--- src/rtl/iaet_pkg.sv ---
// shared types, codes and defaults of the input action edge tracker
`default_nettype none
package iaet_pkg;

  localparam int BINDINGS_DEF    = 32;
  localparam int ACTIONS_DEF     = 16;
  localparam int EVENT_LIMIT_DEF = 1023;

  localparam int TGT_W   = 6;
  localparam int COUNT_W = 6;

  localparam logic [COUNT_W-1:0] COUNT_MAX = '1;

  typedef enum logic [1:0] {
    MODE_LOAD  = 2'd0,
    MODE_EVENT = 2'd1,
    MODE_RESET = 2'd2,
    MODE_END   = 2'd3
  } mode_t;

  localparam logic [2:0] ST_OK        = 3'd0;
  localparam logic [2:0] ST_UNBOUND   = 3'd1;
  localparam logic [2:0] ST_BAD_DEV   = 3'd2;
  localparam logic [2:0] ST_BUDGET    = 3'd3;
  localparam logic [2:0] ST_DUPLICATE = 3'd4;
  localparam logic [2:0] ST_LOAD_DEV  = 3'd5;

  localparam logic [0:0] REG_EVENT_BUDGET   = 1'd0;
  localparam logic [0:0] REG_ACTIONS_IN_USE = 1'd1;

  // devices at or above this code are unknown
  localparam logic [2:0] DEV_FIRST_UNKNOWN = 3'd3;

  typedef struct packed {
    logic             valid;
    logic             down;
    logic [2:0]       device;
    logic [15:0]      code;
    logic [TGT_W-1:0] target;
  } bind_rec_t;

  typedef struct packed {
    logic [31:0]        id;
    logic [COUNT_W-1:0] count;
    logic               press;
    logic               release_l;
  } act_rec_t;

  typedef struct packed {
    logic shift;
    logic clear_down;
  } bind_ctl_t;

  typedef struct packed {
    logic shift;
    logic release_all;
  } act_ctl_t;

endpackage
`default_nettype wire

--- src/rtl/iaet_bind_cell.sv ---
// one binding cell of the rotating binding ring
`default_nettype none
module iaet_bind_cell import iaet_pkg::*; (
  input  wire logic      clk,
  input  wire logic      rst,
  input  wire bind_ctl_t ctl,
  input  wire bind_rec_t rec_in,
  output bind_rec_t      rec
);

  logic             valid;
  logic             down;
  logic [2:0]       device;
  logic [15:0]      code;
  logic [TGT_W-1:0] target;

  always_ff @(posedge clk) begin
    if (rst) begin
      valid <= 1'b0;
      down  <= 1'b0;
    end else if (ctl.shift) begin
      valid <= rec_in.valid;
      down  <= rec_in.down;
    end else if (ctl.clear_down) begin
      down <= 1'b0;
    end
  end

  always_ff @(posedge clk) begin
    if (ctl.shift) begin
      device <= rec_in.device;
      code   <= rec_in.code;
      target <= rec_in.target;
    end
  end

  assign rec = '{valid: valid, down: down, device: device, code: code, target: target};

endmodule
`default_nettype wire

--- src/rtl/iaet_act_cell.sv ---
// one action cell of the rotating action ring
`default_nettype none
module iaet_act_cell import iaet_pkg::*; (
  input  wire logic     clk,
  input  wire logic     rst,
  input  wire act_ctl_t ctl,
  input  wire act_rec_t rec_in,
  output act_rec_t      rec
);

  logic [31:0]        id;
  logic [COUNT_W-1:0] count;
  logic               press;
  logic               release_l;

  always_ff @(posedge clk) begin
    if (rst) begin
      count     <= '0;
      press     <= 1'b0;
      release_l <= 1'b0;
    end else if (ctl.shift) begin
      count     <= rec_in.count;
      press     <= rec_in.press;
      release_l <= rec_in.release_l;
    end else if (ctl.release_all && count != '0) begin
      count     <= '0;
      release_l <= 1'b1;
    end
  end

  always_ff @(posedge clk) begin
    if (ctl.shift) begin
      id <= rec_in.id;
    end
  end

  assign rec = '{id: id, count: count, press: press, release_l: release_l};

endmodule
`default_nettype wire

--- src/rtl/input_action_edge_tracker.sv ---
// top level of the input action edge tracker
// Bindings and actions live in two rings of cells that rotate one place per cycle during a
// pass, past a single head position, where all compares and updates happen but for
// reset-all, which clears every cell in place. A load runs a scan pass, a write pass and an
// action pass, or only the scan pass when it is refused as a duplicate. A bound event runs
// a scan pass and an action pass, an unbound one only the scan pass. Reset-all, events
// refused for device or budget, and loads refused for device go straight to the response.
// An end frame runs one pass over the action ring, held by any output stall while rows are
// taken. One item is worked at a time; the input stalls until that item is done.
`default_nettype none
module input_action_edge_tracker import iaet_pkg::*; #(
  parameter int BINDINGS    = BINDINGS_DEF,
  parameter int ACTIONS     = ACTIONS_DEF,
  parameter int EVENT_LIMIT = EVENT_LIMIT_DEF
) (
  input  wire logic        clk,
  input  wire logic        rst,
  input  wire logic        cfg_write,
  input  wire logic [0:0]  cfg_index,
  input  wire logic [9:0]  cfg_data,
  input  wire logic        in_valid,
  output logic             in_stall,
  input  wire logic [1:0]  mode,
  input  wire logic [4:0]  slot,
  input  wire logic [2:0]  device,
  input  wire logic [15:0] code,
  input  wire logic        pressed,
  input  wire logic [3:0]  action_slot,
  input  wire logic [31:0] action_id,
  input  wire logic        entry_valid,
  output logic             out_valid,
  input  wire logic        out_stall,
  output logic [2:0]       status,
  output logic [31:0]      row_action_id,
  output logic             held,
  output logic             press_seen,
  output logic             release_seen,
  output logic [63:0]      frame_seq,
  output logic [9:0]       accepted_count,
  output logic [15:0]      rejected_count,
  output logic [31:0]      total_rejected,
  output logic             last
);

  localparam int MAXN = (BINDINGS > ACTIONS) ? BINDINGS : ACTIONS;
  localparam int SW   = (MAXN > 1) ? $clog2(MAXN) : 1;
  localparam int CW   = (SW > 7) ? SW : 7;

  typedef enum logic [5:0] {
    S_IDLE  = 6'b000001,
    S_SCAN  = 6'b000010,
    S_WRITE = 6'b000100,
    S_ACT   = 6'b001000,
    S_DUMP  = 6'b010000,
    S_RESP  = 6'b100000
  } state_t;

  function automatic logic [CW-1:0] slot_mod(input logic [4:0] v);
    logic [CW-1:0] r;
    r = '0;
    for (int i = 0; i < 32; i++) begin
      if (v == 5'(i)) r = CW'(i % BINDINGS);
    end
    return r;
  endfunction

  function automatic logic [CW-1:0] act_mod(input logic [3:0] v);
    logic [CW-1:0] r;
    r = '0;
    for (int i = 0; i < 16; i++) begin
      if (v == 4'(i)) r = CW'(i % ACTIONS);
    end
    return r;
  endfunction

  state_t state, state_next;

  logic [9:0]  event_budget;
  logic [4:0]  actions_in_use;
  logic [63:0] frame_number;
  logic [9:0]  frame_accepted;
  logic [15:0] frame_rejected;
  logic [31:0] total_rejected_count;

  mode_t         lat_mode;
  logic [CW-1:0] lat_slot;
  logic [2:0]    lat_device;
  logic [15:0]   lat_code;
  logic          lat_pressed;
  logic [CW-1:0] lat_act;
  logic [31:0]   lat_id;
  logic          lat_entry;

  logic          found, dup, op_inc, op_dec;
  logic [TGT_W-1:0] op_tgt;
  logic [2:0]    resp_status;
  logic [SW-1:0] k;
  logic [CW-1:0] kc;

  bind_rec_t bq [BINDINGS];
  act_rec_t  aq [ACTIONS];
  bind_rec_t bhead;
  act_rec_t  ahead;
  bind_ctl_t bctl;
  act_ctl_t  actl;

  logic accept, out_free, known, over_budget, head_match;
  logic [CW-1:0] n_rows;
  logic bind_last, act_last, adv, pass_end, row_wr, resp_wr;

  assign accept   = in_valid && !in_stall;
  assign in_stall = (state != S_IDLE);
  assign out_free = !out_valid || !out_stall;
  assign kc       = CW'(k);
  assign known    = device < DEV_FIRST_UNKNOWN;
  assign over_budget = ({7'b0, frame_accepted} >= {7'b0, event_budget})
                    || ({7'b0, frame_accepted} >= 17'(EVENT_LIMIT));

  always_comb begin
    if (actions_in_use == 5'd0) begin
      n_rows = CW'(1);
    end else if (CW'(actions_in_use) > CW'(ACTIONS)) begin
      n_rows = CW'(ACTIONS);
    end else begin
      n_rows = CW'(actions_in_use);
    end
  end

  assign bind_last = (kc == CW'(BINDINGS - 1));
  assign act_last  = (kc == CW'(ACTIONS - 1));
  assign row_wr    = (state == S_DUMP) && (kc < n_rows) && out_free;
  assign adv       = (state == S_DUMP) && ((kc >= n_rows) || out_free);
  assign resp_wr   = (state == S_RESP) && out_free;
  assign pass_end  = (((state == S_SCAN) || (state == S_WRITE)) && bind_last)
                  || ((state == S_ACT) && act_last) || (adv && act_last);

  assign head_match = bq[0].valid && bq[0].device == lat_device && bq[0].code == lat_code;

  // ring control
  assign bctl.shift      = (state == S_SCAN) || (state == S_WRITE);
  assign bctl.clear_down = accept && mode_t'(mode) == MODE_RESET;
  assign actl.shift      = (state == S_ACT) || adv;
  assign actl.release_all = bctl.clear_down;

  // binding head update
  always_comb begin
    bhead = bq[0];
    if (state == S_SCAN && lat_mode == MODE_EVENT && head_match && !found) begin
      bhead.down = lat_pressed;
    end
    if (state == S_WRITE && kc == lat_slot) begin
      bhead.down = 1'b0;
      if (lat_entry) begin
        bhead.valid  = 1'b1;
        bhead.device = lat_device;
        bhead.code   = lat_code;
        bhead.target = TGT_W'(lat_act);
      end else begin
        bhead.valid = 1'b0;
      end
    end
  end

  // action head update
  always_comb begin
    ahead = aq[0];
    if (state == S_ACT) begin
      if (kc == CW'(op_tgt)) begin
        if (op_inc) begin
          if (aq[0].count == '0) ahead.press = 1'b1;
          if (aq[0].count != COUNT_MAX) ahead.count = aq[0].count + 1'b1;
        end
        if (op_dec && aq[0].count != '0) begin
          ahead.count = aq[0].count - 1'b1;
          if (aq[0].count == COUNT_W'(1)) ahead.release_l = 1'b1;
        end
      end
      if (kc == lat_act && lat_mode == MODE_LOAD && lat_entry) begin
        ahead.id = lat_id;
      end
    end
    if (state == S_DUMP) begin
      ahead.press     = 1'b0;
      ahead.release_l = 1'b0;
    end
  end

  for (genvar i = 0; i < BINDINGS; i++) begin : g_bind
    iaet_bind_cell u_cell (
      .clk    (clk),
      .rst    (rst),
      .ctl    (bctl),
      .rec_in ((i == BINDINGS - 1) ? bhead : bq[(i + 1) % BINDINGS]),
      .rec    (bq[i])
    );
  end

  for (genvar i = 0; i < ACTIONS; i++) begin : g_act
    iaet_act_cell u_cell (
      .clk    (clk),
      .rst    (rst),
      .ctl    (actl),
      .rec_in ((i == ACTIONS - 1) ? ahead : aq[(i + 1) % ACTIONS]),
      .rec    (aq[i])
    );
  end

  always_comb begin
    state_next = state;
    unique case (state)
      S_IDLE: begin
        if (accept) begin
          unique case (mode_t'(mode))
            MODE_LOAD:  state_next = (entry_valid && !known) ? S_RESP : S_SCAN;
            MODE_EVENT: state_next = (!known || over_budget) ? S_RESP : S_SCAN;
            MODE_RESET: state_next = S_RESP;
            MODE_END:   state_next = S_DUMP;
            default:    state_next = S_IDLE;
          endcase
        end
      end
      S_SCAN: begin
        if (bind_last) begin
          if (lat_mode == MODE_LOAD) begin
            state_next = (lat_entry && (dup || (kc != lat_slot && head_match)))
                       ? S_RESP : S_WRITE;
          end else begin
            state_next = (found || (head_match && !found)) ? S_ACT : S_RESP;
          end
        end
      end
      S_WRITE: if (bind_last) state_next = S_ACT;
      S_ACT:   if (act_last) state_next = S_RESP;
      S_DUMP:  if (adv && act_last) state_next = S_IDLE;
      S_RESP:  if (out_free) state_next = S_IDLE;
      default: state_next = S_IDLE;
    endcase
  end

  always_ff @(posedge clk) begin
    if (rst) begin
      state <= S_IDLE;
      k     <= '0;
    end else begin
      state <= state_next;
      if (pass_end) begin
        k <= '0;
      end else if (bctl.shift || actl.shift) begin
        k <= k + 1'b1;
      end
    end
  end

  // configuration and frame counters
  always_ff @(posedge clk) begin
    if (rst) begin
      event_budget         <= 10'd64;
      actions_in_use       <= 5'd1;
      frame_number         <= '0;
      frame_accepted       <= '0;
      frame_rejected       <= '0;
      total_rejected_count <= '0;
    end else begin
      if (cfg_write) begin
        unique case (cfg_index)
          REG_EVENT_BUDGET:   event_budget <= cfg_data;
          REG_ACTIONS_IN_USE: actions_in_use <= cfg_data[4:0];
          default: ;
        endcase
      end
      if (accept && mode_t'(mode) == MODE_EVENT) begin
        if (!known || over_budget) begin
          if (frame_rejected != '1) frame_rejected <= frame_rejected + 1'b1;
          if (total_rejected_count != '1) total_rejected_count <= total_rejected_count + 1'b1;
        end else begin
          frame_accepted <= frame_accepted + 1'b1;
        end
      end
      if (adv && act_last) begin
        frame_number   <= frame_number + 1'b1;
        frame_accepted <= '0;
        frame_rejected <= '0;
      end
    end
  end

  // item latch and search results
  always_ff @(posedge clk) begin
    if (accept) begin
      lat_mode    <= mode_t'(mode);
      lat_slot    <= slot_mod(slot);
      lat_device  <= device;
      lat_code    <= code;
      lat_pressed <= pressed;
      lat_act     <= act_mod(action_slot);
      lat_id      <= action_id;
      lat_entry   <= entry_valid;
      found       <= 1'b0;
      dup         <= 1'b0;
      op_inc      <= 1'b0;
      op_dec      <= 1'b0;
      resp_status <= ST_OK;
      unique case (mode_t'(mode))
        MODE_LOAD:  if (entry_valid && !known) resp_status <= ST_LOAD_DEV;
        MODE_EVENT: begin
          if (!known) resp_status <= ST_BAD_DEV;
          else if (over_budget) resp_status <= ST_BUDGET;
        end
        default: ;
      endcase
    end else if (state == S_SCAN) begin
      if (lat_mode == MODE_LOAD) begin
        if (kc == lat_slot) begin
          op_dec <= bq[0].down;
          op_tgt <= bq[0].target;
        end else if (head_match) begin
          dup <= 1'b1;
        end
        if (bind_last && lat_entry && (dup || (kc != lat_slot && head_match))) begin
          resp_status <= ST_DUPLICATE;
        end
      end else begin
        if (head_match && !found) begin
          found  <= 1'b1;
          op_tgt <= bq[0].target;
          op_inc <= lat_pressed && !bq[0].down;
          op_dec <= !lat_pressed && bq[0].down;
        end
        if (bind_last && !found && !head_match) resp_status <= ST_UNBOUND;
      end
    end
  end

  // output register
  always_ff @(posedge clk) begin
    if (rst) begin
      out_valid <= 1'b0;
    end else if (row_wr || resp_wr) begin
      out_valid <= 1'b1;
    end else if (!out_stall) begin
      out_valid <= 1'b0;
    end
  end

  always_ff @(posedge clk) begin
    if (resp_wr) begin
      status         <= resp_status;
      row_action_id  <= '0;
      held           <= 1'b0;
      press_seen     <= 1'b0;
      release_seen   <= 1'b0;
      frame_seq      <= '0;
      accepted_count <= '0;
      rejected_count <= '0;
      total_rejected <= '0;
      last           <= 1'b1;
    end else if (row_wr) begin
      status         <= ST_OK;
      row_action_id  <= aq[0].id;
      held           <= (aq[0].count != '0);
      press_seen     <= aq[0].press;
      release_seen   <= aq[0].release_l;
      frame_seq      <= frame_number;
      accepted_count <= frame_accepted;
      rejected_count <= frame_rejected;
      total_rejected <= total_rejected_count;
      last           <= (kc == n_rows - 1'b1);
    end
  end

  a_accept_busy: assert property (@(posedge clk) disable iff (rst)
    accept |=> state != S_IDLE)
    else $error("item transfer left the block idle");

  a_scan_range: assert property (@(posedge clk) disable iff (rst)
    (state == S_SCAN || state == S_WRITE) |-> kc <= CW'(BINDINGS - 1))
    else $error("binding pass ran past the ring");

  a_frame_close: assert property (@(posedge clk) disable iff (rst)
    (adv && act_last) |=> frame_accepted == '0 && state == S_IDLE)
    else $error("frame counters not cleared at frame end");

endmodule
`default_nettype wire

--- config.mk ---
export PLATFORM = sky130hd
export DESIGN_NAME = input_action_edge_tracker
export DESIGN_NICKNAME = d
export VERILOG_FILES = /design/src/rtl/iaet_pkg.sv /design/src/rtl/iaet_bind_cell.sv /design/src/rtl/iaet_act_cell.sv /design/src/rtl/input_action_edge_tracker.sv
export SDC_FILE = /design/constraint.sdc
export NUM_CORES = 2
export LEC_CHECK = 0
export BUFFER_PORTS_ARGS = -buffer_cell sky130_fd_sc_hd__buf_4
export CAP_MARGIN = 0
export CORE_ASPECT_RATIO = 1.75
export CORE_MARGIN = 2
export CORE_UTILIZATION = 31
export CTS_CLUSTER_SIZE = 30
export DETAILED_ROUTE_END_ITERATION = 7
export GPL_ROUTABILITY_DRIVEN = 1
export MAX_ROUTING_LAYER = met4
export PLACE_DENSITY = 0.57
export SYNTH_ARGS = -nofsm -noshare
export SYNTH_HDL_FRONTEND = slang
export SYNTH_HIERARCHICAL = 1
export SYNTH_SLANG_ARGS = --single-unit
--- constraint.sdc ---
create_clock -name clk -period 143 [get_ports clk]
set_input_delay 28.6 -clock clk [delete_from_list [all_inputs] [get_ports clk]]
set_output_delay 28.6 -clock clk [all_outputs]
set_load 0.01 [all_outputs]
Word level (Yosys, flattened, before mapping)
Cells that the tools add are included.
W data, S select, Z words.

storage, ports and cells
  register bits after elaboration = 1896
  word-level logic and storage cells = 681

cells by class
  $add $sub $neg = 8
  $lt $le $gt $ge = 6
  equal/unequal tests = 79
  muxes and demuxes = 189
  bitwise logic cells = 5
  reduce and logical (&&, ||, !) cells = 128

operator list
  operator                 number
  $mux W6                  48
  $reduce_bool A6 Y1       16
  $eq A5 B5 Y1 const B     17
  $mux W5                  16
  $mux W1                  79
  $add A64 B1 Y64 const B  1
  $mux W4                  14
  $mux W3                  16
  $eq A5 B4 Y1 const B     9
  $logic_and A1 B1 Y1      45
  $mux W40                 1
  $reduce_bool A2 Y1       20
  $pmux W6 S6              1
  $add A32 B1 Y32 const B  1
  $eq A4 B4 Y1 const B     8
  $mux W32                 1
  $ne A32 B32 Y1 const B   1
  $reduce_or A30 Y1        1
  $mux W27                 1
  $mux W25                 1
  $pmux W6 S4              1
  $eq A5 B7 Y1             3
  $eq A5 B3 Y1 const B     4
  $add A16 B1 Y16 const B  1
  other kinds (54)         109

Logic depth before layout (Yosys ltp)
  depth after elaboration = 31
  gate-level depth with buffers = 13

Cells and area by module
The synthesis kept the hierarchy.

modules (own cells, without submodules)
  module                     instances  cells each  area an instance (µm²)
  iaet_bind_cell             32         34          837.1
  iaet_act_cell              16         69          1297.5
  input_action_edge_tracker  1          1990        17241.5

Least setup slack after synthesis
Ideal clock, no wire load.

  kind = register to register
  start point = register state[5]
  end point = register k[0]
  library setup time = 162 ps
  data arrival time = 100166 ps
  data required time = 142838 ps
  setup slack = 42671 ps
  stages on the path, launching flop included = 5
  buffers on the path = 0
  clock period less this slack = 100329 ps
  cell sequence = dfxtp_1 -> nor2_1 -> nor4b_1 -> a221o_1 -> nor2_1

RTL lines
  item                    line                              RTL
  start, declared         input_action_edge_tracker.sv:76   state_t state, state_next;
  start signal, assigned  input_action_edge_tracker.sv:245  state <= state_next;
  end signal, assigned    input_action_edge_tracker.sv:249  k <= k + 1'b1;
  end, declared           input_action_edge_tracker.sv:97   logic [SW-1:0] k;

==> impl_metrics.csv <==
group,metric,value,unit
sta,skew,90.98,ps
finish,multi_input_area,11480,um^2
sta,slew_viol_final,0,
logic_synthesis,synth_ff_type,"edfxtp_1",
finish,final_common_cell,"edfxtp_1",
clock_network,cts-root-buf,"clkbuf_16",
logic_synthesis,syn_avg_cell_area,15.49,um^2
routing,drc,0,
critical_path,critical_path_class,"in -> reg",
logic_synthesis,synth-simple-area-share,9.542,%
clock_network,clkTransAtPathRegs,70,ps
floorplan,die_h,608.8,um
clock_network,cts-resized-gates,0,
routing,wl,119300,um
sta,period_needed,32170,ps
grt,grt_pass1_vias,31120,
logic_synthesis,synth_nets,4288,
routing,wl_per_cell,16.51,um
clock_network,cts_tree,"yes",
hold_path,hold_class,"reg -> reg",
flow_run,drv_cap,0,
pwr,ir_drop,10.43,uV
place,gp_congestion,0.8045,
finish,area_growth_syn_to_layout,15.17,%
finish,seq_area,51750,um^2
sta,setup_viol,0,
clock_network,hold_buffers,0,
floorplan,io_pins,243,
logic_synthesis,synth_area_leaders,"edfxtp_1 (64%), dfxtp_1 (16%), a21oi_1 (2.8%), nand2_1 (2.6%), nor2_1 (1.8%)",
floorplan,rows,222,
logic_synthesis,synthMuxAreaShare,1.839,%
sta,holdWs,379.4,ps
pwr,power_density,14.69,nW/um^2
sta,relSlewSlack,18.02,%
grt,grt-ovfl-total,0,
floorplan,initial_core_util,31.10,%
finish,fin_util,35.82,%
logic_synthesis,synthXorXnorAreaFrac,1.866,%
sta,rsz0062_at_grt,"false",
pwr,cellLeakagePower,0.02369,uW
sta,min_period_over_period,22.50,%
floorplan,core-area,208300,um^2
pwr,total_power,1096,uW
logic_synthesis,netlist_instances,4182,
logic_synthesis,async_flop_share,0,%
critical_path,cp.arrival,32580,ps
floorplan,die_w,349.6,um
critical_path,worstPathRequired,143410,ps
place,numPortBuffers,242,
logic_synthesis,ys_warn_count,6,
clock_network,htree_levels,4,
critical_path,start_kind,"input pin",
grt,grt_max_degree,226,
routing,final_antenna_net_count,1,
routing,dr.pass1.iters,7,
run_status,violations,"antenna violations",
sta,fmax,31.09,MHz
finish,drive_above_1_share,13.89,%
clock_network,insertion_delay,840,ps
finish,nNetsFinal,4488,
clock_network,numClockSinks,1891,
logic_synthesis,netlist_area,64790,um^2
logic_synthesis,synth_top_family_by_area,"simple AND/OR/NAND/NOR gates",
grt,grt_pass1_wl,182600,um
run_status,status,"finished, violations left",
logic_synthesis,synth_enable_flop_cells,1388,
sta,fin_tns_setup,0,ps
critical_path,path_max_fanout,99,
critical_path,cp-end-kind,"flop",
grt,antenna_found_initial,18,
grt,track_usage,11.19,%
logic_synthesis,synth_top_cell_area_share,64.33,%
logic_synthesis,synthAdderAreaFrac,0.5021,%
logic_synthesis,synth_largest_area_cell,"edfxtp_1",
clock_network,postCtsSetupBuffers,0,
sta,hold_violations,0,
logic_synthesis,synth_seq_area_share,79.88,%
routing,viasPerCell,4.491,
logic_synthesis,synth_cell_types,65,
sta,tightestPinTransition,1230,ps
finish,mostFrequentLayoutCells,"edfxtp_1 (1388), dfxtp_1 (503), nand2_1 (454)",
logic_synthesis,ys_seq_elements,1891,
routing,vias,32430,
clock_network,cts_inserted_buffers,175,
clock_network,cts_buffer_depth,4,
place,place_hpwl,70960,um
logic_synthesis,synth_compound_area_share,3.882,%
finish,n_fill_cell,19560,
routing,drt_iter0_markers,2415,
floorplan,die_area,212800,um^2
report_power, final:
part	switching (uW)	leakage [uW]	internal, uW
Clock	201	0.00278	269
Sequential	5.60	0.0160	593
Combinational	17.7	0.00491	10.4
Total	224	0.0237	872
layout make-up:
type | instances | share of cell area (%)
flip-flops and latches | 1891 | 69.36
multi-input cells | 1998 | 15.38
clock buffers | 216 | 6.312
well taps | 2688 | 4.508
repair buffers | 273 | 2.841
clock inverters | 93 | 1.313
inverters | 43 | 0.2197
diodes | 20 | 0.06708
worst max-delay path, cell delays in order:
cell,delay [ps]
buf_4,130
and2_1,250
o211ai_1,180
a21o_4,600
buf_4,780
buf_4,890
buf_4,930
Yosys cell counts (3+ instances only):
master and count:
a211oi_1 7, a211o_1 3, xnor2_1 76, dfxtp_1 503, nor4_1 56, nor4b_1 3
or2_2 7, and4_1 12, nor3_1 49, o21a_1 4, and3_1 26, nand4_1 40
and2_1 12, nor3b_1 103, edfxtp_1 1388, or3_1 24, inv_1 42, xor2_1 62
buf_2 25, mux2_2 56, buf_6 16, buf_1 4, clkbuf_1 108, o31ai_1 5
nand2b_1 28, nor2_1 306, o211ai_1 5, buf_4 97, a21oi_1 359, or4_1 5
o311a_2 16, ha_1 26, mux2i_1 56, a31oi_1 8, nor2b_1 9, o21ai_0 39
nand2_1 454, nand3_1 80, or3b_1 32
through the flow:
step                cell area [um^2]  setup slack [ps]  std cells
floorplan                      64790             42670       4182
global placement               68870            110160       6893
detailed placement             68870            110050       6893
CTS                            74560            110940       7202
global route                   74600            110520       7217
finish                         74610            110830       7222
worst paths after layout:
check | from | to | slack [ps] | cells past startpoint
worst max-delay path | out_stall | g_act[5].u_cell/id[9] | 110830 | 7
worst min register to register | g_bind[24].u_cell/device[0] | g_bind[23].u_cell/device[0] | 380 | 0
worst max register to register | k[0] | g_act[5].u_cell/id[9] | 137790 | 9
worst min-delay path | g_bind[24].u_cell/device[0] | g_bind[23].u_cell/device[0] | 380 | 0
per-layer routing:
layer / vias to the layer above / GRT usage [%] / routed length [um] / part of all wire (%)
li1: 15600 / - / - / -
met1: 15930 / 14.59 / 54040 / 45
met2: 689 / 16.50 / 53290 / 45
met3: 218 / 3.298 / 8248 / 6.9
met4: 0 / 4.053 / 3670 / 3.1
met5: - / - / 0 / 0
registers in the layout, indices dropped and copies added, names as in the netlist, 64 cells and up:
register,count
g_act.u_cell/id,512
g_bind.u_cell/code,512
g_bind.u_cell/target,192
g_act.u_cell/count,96
g_bind.u_cell/device,96
frame_number,64
frame_seq,64
logic make-up (layout without fill, tap and decap cells):
kind of cell	after synthesis	after routing
AOI/OAI and AO/OA	459	459
xor gates and xnor gates	138	138
adders and majority gates	26	26
buffers and inverters	293	625
DFF	1891	1891
muxes	112	112
other	0	20
and+or+nand+nor	1263	1263
No activity file was read; power rests on OpenSTA's default activity.
